File: src/hw/rtl/mips_integer_execute_unit_core_defines.svh
// Assertion macros used by the execute unit controller (mieu_ctrl).
// Expects aclk and aresetn in the scope of each use.
`ifndef MIPS_INTEGER_EXECUTE_UNIT_CORE_DEFINES_SVH
`define MIPS_INTEGER_EXECUTE_UNIT_CORE_DEFINES_SVH
`define MIEU_ASSERT_IMP(label, ante, cons, msg) \
    label: assert property (@(posedge aclk) disable iff (!aresetn) (ante) |-> (cons)) \
        else $error(msg);
`define MIEU_ASSERT_NXT(label, ante, cons, msg) \
    label: assert property (@(posedge aclk) disable iff (!aresetn) (ante) |=> (cons)) \
        else $error(msg);
`endif

File: src/hw/rtl/mieu_pkg.sv
// Shared types, codes and constants for the MIPS32 integer execute unit.
// Used by every module of the block; depends on nothing.
package mieu_pkg;

    localparam int XLEN          = 32;
    localparam int NUM_REGS      = 32;
    localparam int MEM_BYTES_DEF = 65536;
    localparam int IN_TDATA_W    = 64;
    localparam int OUT_TDATA_W   = 168;

    localparam logic [31:0] DATA_BASE = 32'h1000_0000;

    localparam logic [1:0] OP_EXEC    = 2'd0;
    localparam logic [1:0] OP_PRELOAD = 2'd1;
    localparam logic [1:0] OP_READ    = 2'd2;
    localparam logic [1:0] OP_RESTART = 2'd3;

    localparam logic [2:0] ST_OK      = 3'd0;
    localparam logic [2:0] ST_UNKNOWN = 3'd1;
    localparam logic [2:0] ST_ADDR    = 3'd2;
    localparam logic [2:0] ST_DIV0    = 3'd3;
    localparam logic [2:0] ST_HALTED  = 3'd4;

    localparam logic [5:0] OPC_SPECIAL = 6'd0;
    localparam logic [5:0] OPC_ADDI    = 6'd8;
    localparam logic [5:0] OPC_ADDIU   = 6'd9;
    localparam logic [5:0] OPC_SLTI    = 6'd10;
    localparam logic [5:0] OPC_SLTIU   = 6'd11;
    localparam logic [5:0] OPC_ANDI    = 6'd12;
    localparam logic [5:0] OPC_ORI     = 6'd13;
    localparam logic [5:0] OPC_XORI    = 6'd14;
    localparam logic [5:0] OPC_LUI     = 6'd15;
    localparam logic [5:0] OPC_LB      = 6'd32;
    localparam logic [5:0] OPC_LH      = 6'd33;
    localparam logic [5:0] OPC_LW      = 6'd35;
    localparam logic [5:0] OPC_LBU     = 6'd36;
    localparam logic [5:0] OPC_LHU     = 6'd37;
    localparam logic [5:0] OPC_SB      = 6'd40;
    localparam logic [5:0] OPC_SH      = 6'd41;
    localparam logic [5:0] OPC_SW      = 6'd43;

    localparam logic [5:0] FN_SLL   = 6'd0;
    localparam logic [5:0] FN_SRL   = 6'd2;
    localparam logic [5:0] FN_SRA   = 6'd3;
    localparam logic [5:0] FN_SLLV  = 6'd4;
    localparam logic [5:0] FN_SRLV  = 6'd6;
    localparam logic [5:0] FN_SRAV  = 6'd7;
    localparam logic [5:0] FN_MFHI  = 6'd16;
    localparam logic [5:0] FN_MTHI  = 6'd17;
    localparam logic [5:0] FN_MFLO  = 6'd18;
    localparam logic [5:0] FN_MTLO  = 6'd19;
    localparam logic [5:0] FN_MULT  = 6'd24;
    localparam logic [5:0] FN_MULTU = 6'd25;
    localparam logic [5:0] FN_DIV   = 6'd26;
    localparam logic [5:0] FN_DIVU  = 6'd27;
    localparam logic [5:0] FN_ADD   = 6'd32;
    localparam logic [5:0] FN_ADDU  = 6'd33;
    localparam logic [5:0] FN_SUB   = 6'd34;
    localparam logic [5:0] FN_SUBU  = 6'd35;
    localparam logic [5:0] FN_AND   = 6'd36;
    localparam logic [5:0] FN_OR    = 6'd37;
    localparam logic [5:0] FN_XOR   = 6'd38;
    localparam logic [5:0] FN_NOR   = 6'd39;
    localparam logic [5:0] FN_SLT   = 6'd42;
    localparam logic [5:0] FN_SLTU  = 6'd43;

    localparam logic [5:0] SEL_HI = 6'd32;
    localparam logic [5:0] SEL_LO = 6'd33;
    localparam logic [5:0] SEL_PC = 6'd34;

    typedef enum logic [2:0] {
        KIND_SIMPLE,
        KIND_MUL,
        KIND_DIV,
        KIND_LOAD,
        KIND_STORE
    } kind_t;

    typedef struct packed {
        logic load_in;
        logic rd_regs;
        logic mul_start;
        logic div_start;
        logic mem_start;
        logic mem_rd;
        logic mem_cap;
        logic mem_wr;
        logic clr_step;
        logic commit;
    } dp_cmd_t;

    typedef struct packed {
        kind_t kind;
        logic  mem_last;
        logic  div_busy;
        logic  clr_last;
        logic  out_free;
    } dp_stat_t;

endpackage

File: src/hw/rtl/mieu_ctrl.sv
// Controller state machine that sequences one item through the datapath.
// Depends on mieu_pkg and the assertion macros header.
`include "mips_integer_execute_unit_core_defines.svh"
module mieu_ctrl (
    input  logic               aclk,
    input  logic               aresetn,
    input  logic               s_tvalid,
    output logic               s_tready,
    input  mieu_pkg::dp_stat_t stat,
    output mieu_pkg::dp_cmd_t  cmd
);
    import mieu_pkg::*;

    typedef enum logic [3:0] {
        S_CLEAR,
        S_IDLE,
        S_RDREG,
        S_EXEC,
        S_DIVW,
        S_MRD,
        S_MCAP,
        S_MWR,
        S_COMMIT
    } state_t;

    state_t state_reg;
    state_t state_next;

    always_comb begin
        cmd        = '0;
        state_next = state_reg;
        unique case (state_reg)
            S_CLEAR: begin
                cmd.clr_step = 1'b1;
                if (stat.clr_last) begin
                    state_next = S_IDLE;
                end
            end
            S_IDLE: begin
                if (s_tvalid) begin
                    cmd.load_in = 1'b1;
                    state_next  = S_RDREG;
                end
            end
            S_RDREG: begin
                cmd.rd_regs = 1'b1;
                state_next  = S_EXEC;
            end
            S_EXEC: begin
                unique case (stat.kind)
                    KIND_MUL: begin
                        cmd.mul_start = 1'b1;
                        state_next    = S_COMMIT;
                    end
                    KIND_DIV: begin
                        cmd.div_start = 1'b1;
                        state_next    = S_DIVW;
                    end
                    KIND_LOAD: begin
                        cmd.mem_start = 1'b1;
                        state_next    = S_MRD;
                    end
                    KIND_STORE: begin
                        cmd.mem_start = 1'b1;
                        state_next    = S_MWR;
                    end
                    default: state_next = S_COMMIT;
                endcase
            end
            S_DIVW: begin
                if (!stat.div_busy) begin
                    state_next = S_COMMIT;
                end
            end
            S_MRD: begin
                cmd.mem_rd = 1'b1;
                state_next = S_MCAP;
            end
            S_MCAP: begin
                cmd.mem_cap = 1'b1;
                state_next  = stat.mem_last ? S_COMMIT : S_MRD;
            end
            S_MWR: begin
                cmd.mem_wr = 1'b1;
                if (stat.mem_last) begin
                    state_next = S_COMMIT;
                end
            end
            S_COMMIT: begin
                if (stat.out_free) begin
                    cmd.commit = 1'b1;
                    state_next = S_IDLE;
                end
            end
            default: state_next = S_IDLE;
        endcase
    end

    always_ff @(posedge aclk) begin
        if (!aresetn) begin
            state_reg <= S_CLEAR;
        end else begin
            state_reg <= state_next;
        end
    end

    assign s_tready = (state_reg == S_IDLE);

    // The result register is never overwritten while it still holds an untaken item.
    `MIEU_ASSERT_IMP(a_commit_free, cmd.commit, stat.out_free, "commit with result pending")
    // Starting a divide must make the divider busy on the next cycle.
    `MIEU_ASSERT_NXT(a_div_starts, state_reg == S_EXEC && stat.kind == KIND_DIV, stat.div_busy, "divider did not start")
    // The decode must hold steady while a divide runs.
    `MIEU_ASSERT_IMP(a_div_kind, state_reg == S_DIVW, stat.kind == KIND_DIV, "decode changed during divide")
    // A store ends in commit after its last byte.
    `MIEU_ASSERT_NXT(a_store_end, state_reg == S_MWR && stat.mem_last, state_reg == S_COMMIT, "store did not finish")

endmodule

File: config.mk
export PLATFORM = sky130hd
export DESIGN_NAME = mieu_ctrl
export DESIGN_NICKNAME = d
export VERILOG_FILES = /design/src/hw/rtl/mieu_pkg.sv /design/src/hw/rtl/mieu_ctrl.sv
export VERILOG_INCLUDE_DIRS = /design/src /design/src/hw/rtl
export SDC_FILE = /design/constraint.sdc
export NUM_CORES = 1
export LEC_CHECK = 0
export ABC_AREA = 1
export BUFFER_PORTS_ARGS = -buffer_cell sky130_fd_sc_hd__buf_4
export CORE_UTILIZATION = 30
export CTS_CLUSTER_DIAMETER = 100
export CTS_CLUSTER_SIZE = 16
export DETAILED_ROUTE_END_ITERATION = 8
export GPL_ROUTABILITY_DRIVEN = 0
export SETUP_SLACK_MARGIN = 0.2
export SLEW_MARGIN = 20
export SYNTH_ARGS = -nofsm -noshare
export SYNTH_HDL_FRONTEND = slang
export SYNTH_SLANG_ARGS = --single-unit
File: constraint.sdc
create_clock -name aclk -period 1.4 [get_ports aclk]
set_input_delay 0.14 -clock aclk [delete_from_list [all_inputs] [get_ports aclk]]
set_output_delay 0.14 -clock aclk [all_outputs]
set_load 0.02 [all_outputs]
Yosys cells after proc, flatten, opt, wreduce, memory -nomap -nowiden
Cells that the tools add are included.

Flip-flop bits (word level): 4. Latch bits: 0. Memory bits (writable): 0. Memory bits (read-only): 0. Logic and storage cells: 42. Memories kept: 0.

$add $sub $neg: 0. Multiply operators: 0. Div/mod/pow operators: 0. Magnitude comparators: 0. Equal/unequal tests: 17. Shifts and indexed selects: 0. Multiplexer cells: 21. Bitwise operators: 0. Reductions and logical operators: 3.

Operators with widths (count): $pmux 4 s9 (1); $mux 4 (6); $eq 4x3->1 const B (4); $mux 1 (12); $pmux 4 s3 (1); $ne 2x2->1 const B (5); $eq 4x2->1 const B (2); $eq 3x2->1 const B (2); $reduce_and 5->1 (1); $eq 4x1->1 const B (1); $eq 4x4->1 const B (1); $logic_not 4->1 (1); $eq 3x1->1 const B (1); $eq 3x3->1 const B (1); $mux 3 (1); $reduce_or 2->1 (1).

Depth between registers and ports, before layout
Word-level depth: 4. Gate-level depth with buffers: 8.

Worst setup path after synthesis
Ideal clock, no wire load.

Kind: register -> output. From: reg state_reg[3]. To: out cmd[7] (netlist bit). Arrival: 1.269 ns. Data required time: 1.260 ns. Path slack: -0.009 ns. Cell stages (with the launch flop): 4. Path through: dfxtp_1 nor2_2 nand2_2 nor4_1.

RTL lines: from (decl) (RTL line mieu_ctrl.sv:26) `state_t state_reg;`; from (signal assigned) (RTL line mieu_ctrl.sv:103) `state_reg <= state_next;`; to (decl) (RTL line mieu_ctrl.sv:10) `output mieu_pkg::dp_cmd_t cmd`.

==> impl_metrics.toml <==
[detailed_routing]
first_iter_violations = 8
wl_per_cell_um = 10.2
ant_nets = 0
first_pass_iters = 4
drc = 0
finalWirelength_um = 1280
via_per_inst = 4.60
vias = 580

[floorplan]
rows = 13
die_h_um = 39.3
io_pins = 21
die_w_um = 39.3
die_area_um2 = 1540
start_util_pct = 32.0
core_region_area_um2 = 1300

[setup_path]
cp_data_arrival_time_ns = 1.16
r2r_slack_ns = 0.18
start_kind = "flip-flop"
regToRegEndpoint = "state_reg[3]"
reg2reg_from = "state_reg[1]"
critPathCaptureType = "output port"
worstSetupPathType = "reg -> out"
reg2regPathDepth = 9
critPathRequiredTime_ns = 1.26
critPathMaxFanout = 4

[placed_design]
placed_cells = 116
place_hpwl_um = 906
place.port_buffers = 20

[global_routing]
grt_overflow_total = 0
grt_pass1_wl_um = 1860
grtUsageTotal_pct = 17.7
grt_pass1_vias = 496
antenna_found_initial = 0
grt_max_degree = 7

[layout]
area_growth_pct = 86.5
layout.cells.non_filler = 126
largest_register_ff_count = 4
final_core_util_pct = 59.7
drive_gt1_share_pct = 57.7
nets = 123
num_antenna_cells = 0

[synthesis]
synth_seq_area_share_pct = 19.2
synthCells = 81
synth.cell_area_um2 = 417
yosys_warnings = 0
synth_fp_nets = 91
ys_types = 15
synth_seq_cells = 4
syn_area_per_cell_um2 = 5.14

[clock_tree]
clk_pin_slew_ns = 0.04
cts_buffer_depth = 2
cts_buffers = 3
htreeDepth = 1
clock-root-buffer = "clkbuf_4"
cts_tree = "yes"
cts.sinks = 4
clock_latency_ns = 0.23

[hold_path]
holdPathStages = 3
hold_path_class = "in -> reg"
hold-path-endpoint = "state_reg[0]"
hold_start = "aresetn"

[power]
leakage_nw = 0.431
power_density_nw_per_um2 = 1310
report.power.total_mw = 1.02
peakVddDrop_mv = 0.830

[sta]
setup_tns_ns = 0
clock_skew_ns = 0.00536
drv_slew = 0
hold_viol_final = 0
timing.final.crit_share_pct = 92.6
rsz0062_at_grt = "yes"
fmax_mhz = 771
slew_headroom_pct = 74.4
finalSetupViolCount = 0
period_needed_ns = 1.30
tightest_slew_ns = 0.381

[status]
run_status = "completed"

[flow_run]
drv_cap = 0
routing by layer:
metal  up-vias  share of wire, %  GRT usage [%]
met2        16                51           30.0
met4         0                 0              0
met5         -                 0              0
met1       252                43           22.3
met3         0               5.5           6.82
li1        312                 -              -
repair_timing:
item	4_1_cts	5_1_grt
hold buffers	0	0
pin swaps	3	4
gates resized for setup	16	23
endpoints found under the setup margin	13	15
buffers inserted	4	3
cell usage after synthesis, drive strengths merged:
| master | number | area share [%] |
|---|---|---|
| inv | 20 | 18 |
| nand2 | 19 | 18 |
| nor2 | 19 | 20 |
| nand3 | 9 | 11 |
| dfxtp | 4 | 19 |
| a21oi | 3 | 4.5 |
| nor3 | 2 | 2.4 |
| nor4 | 2 | 3.0 |
| o21ai | 2 | 2.4 |
| nand3b | 1 | 1.8 |
worst max path at each step:
stage,from,end,slack [ns],cells past startpoint
after global routing,state_reg[1],cmd[9],0.03,5
after floorplan,state_reg[2],cmd[7],0.21,3
after detailed placement,state_reg[2],cmd[5],0.19,6
after global placement,state_reg[1],state_reg[0],0.20,7
final,state_reg[2],cmd[0],0.10,3
after CTS,state_reg[2],cmd[7],0.08,4
logic make-up after synthesis:
| logic type | synth area share [%] |
|---|---|
| simple gates | 55.9 |
| flops | 19.2 |
| buf+inv | 18.0 |
| compound gates | 6.91 |
through the flow:
stage / area [um^2] / worst slack, ns / hold slack, ns
3_5_place_dp: 601 / 0.189 / 0.394
6_report: 777 / 0.103 / 0.149
3_3_place_gp: 601 / 0.196 / 0.386
4_1_cts: 688 / 0.0839 / 0.155
2_1_floorplan: 432 / 0.213 / 0.261
5_1_grt: 777 / 0.0298 / 0.162
power breakdown:
group	switching (mW)	internal (mW)
Sequential	0.0530	0.156
Combinational	0.386	0.281
Clock	0.0439	0.0956
Total	0.483	0.533
worst max-delay path: stages, from the launching register on:
cell and delay (ns):
dfxtp_4 0.35, buf_4 0.14, nor4_2 0.26, buf_4 0.18
final cells by class:
type                            count  area, um^2
Sequential cell                     4        92.6
Timing Repair Buffer               27         229
Tap cell                           15        18.8
Clock buffer                        3        22.5
Fill cell                         133         524
Multi-Input combinational cell     57         339
Inverter                           20        75.1
placed cells by master (no fill, tap or decap), drive strengths merged:
| cell | instances |
|---|---|
| nor3 | 2 |
| clkbuf | 3 |
| nand2 | 19 |
| buf | 27 |
| nand3b | 1 |
| dfxtp | 4 |
| nand3 | 9 |
| nor4 | 2 |
| nor2 | 19 |
| inv | 20 |
| a21oi | 3 |
| o21ai | 2 |
(Power assumes the default switching activity.)
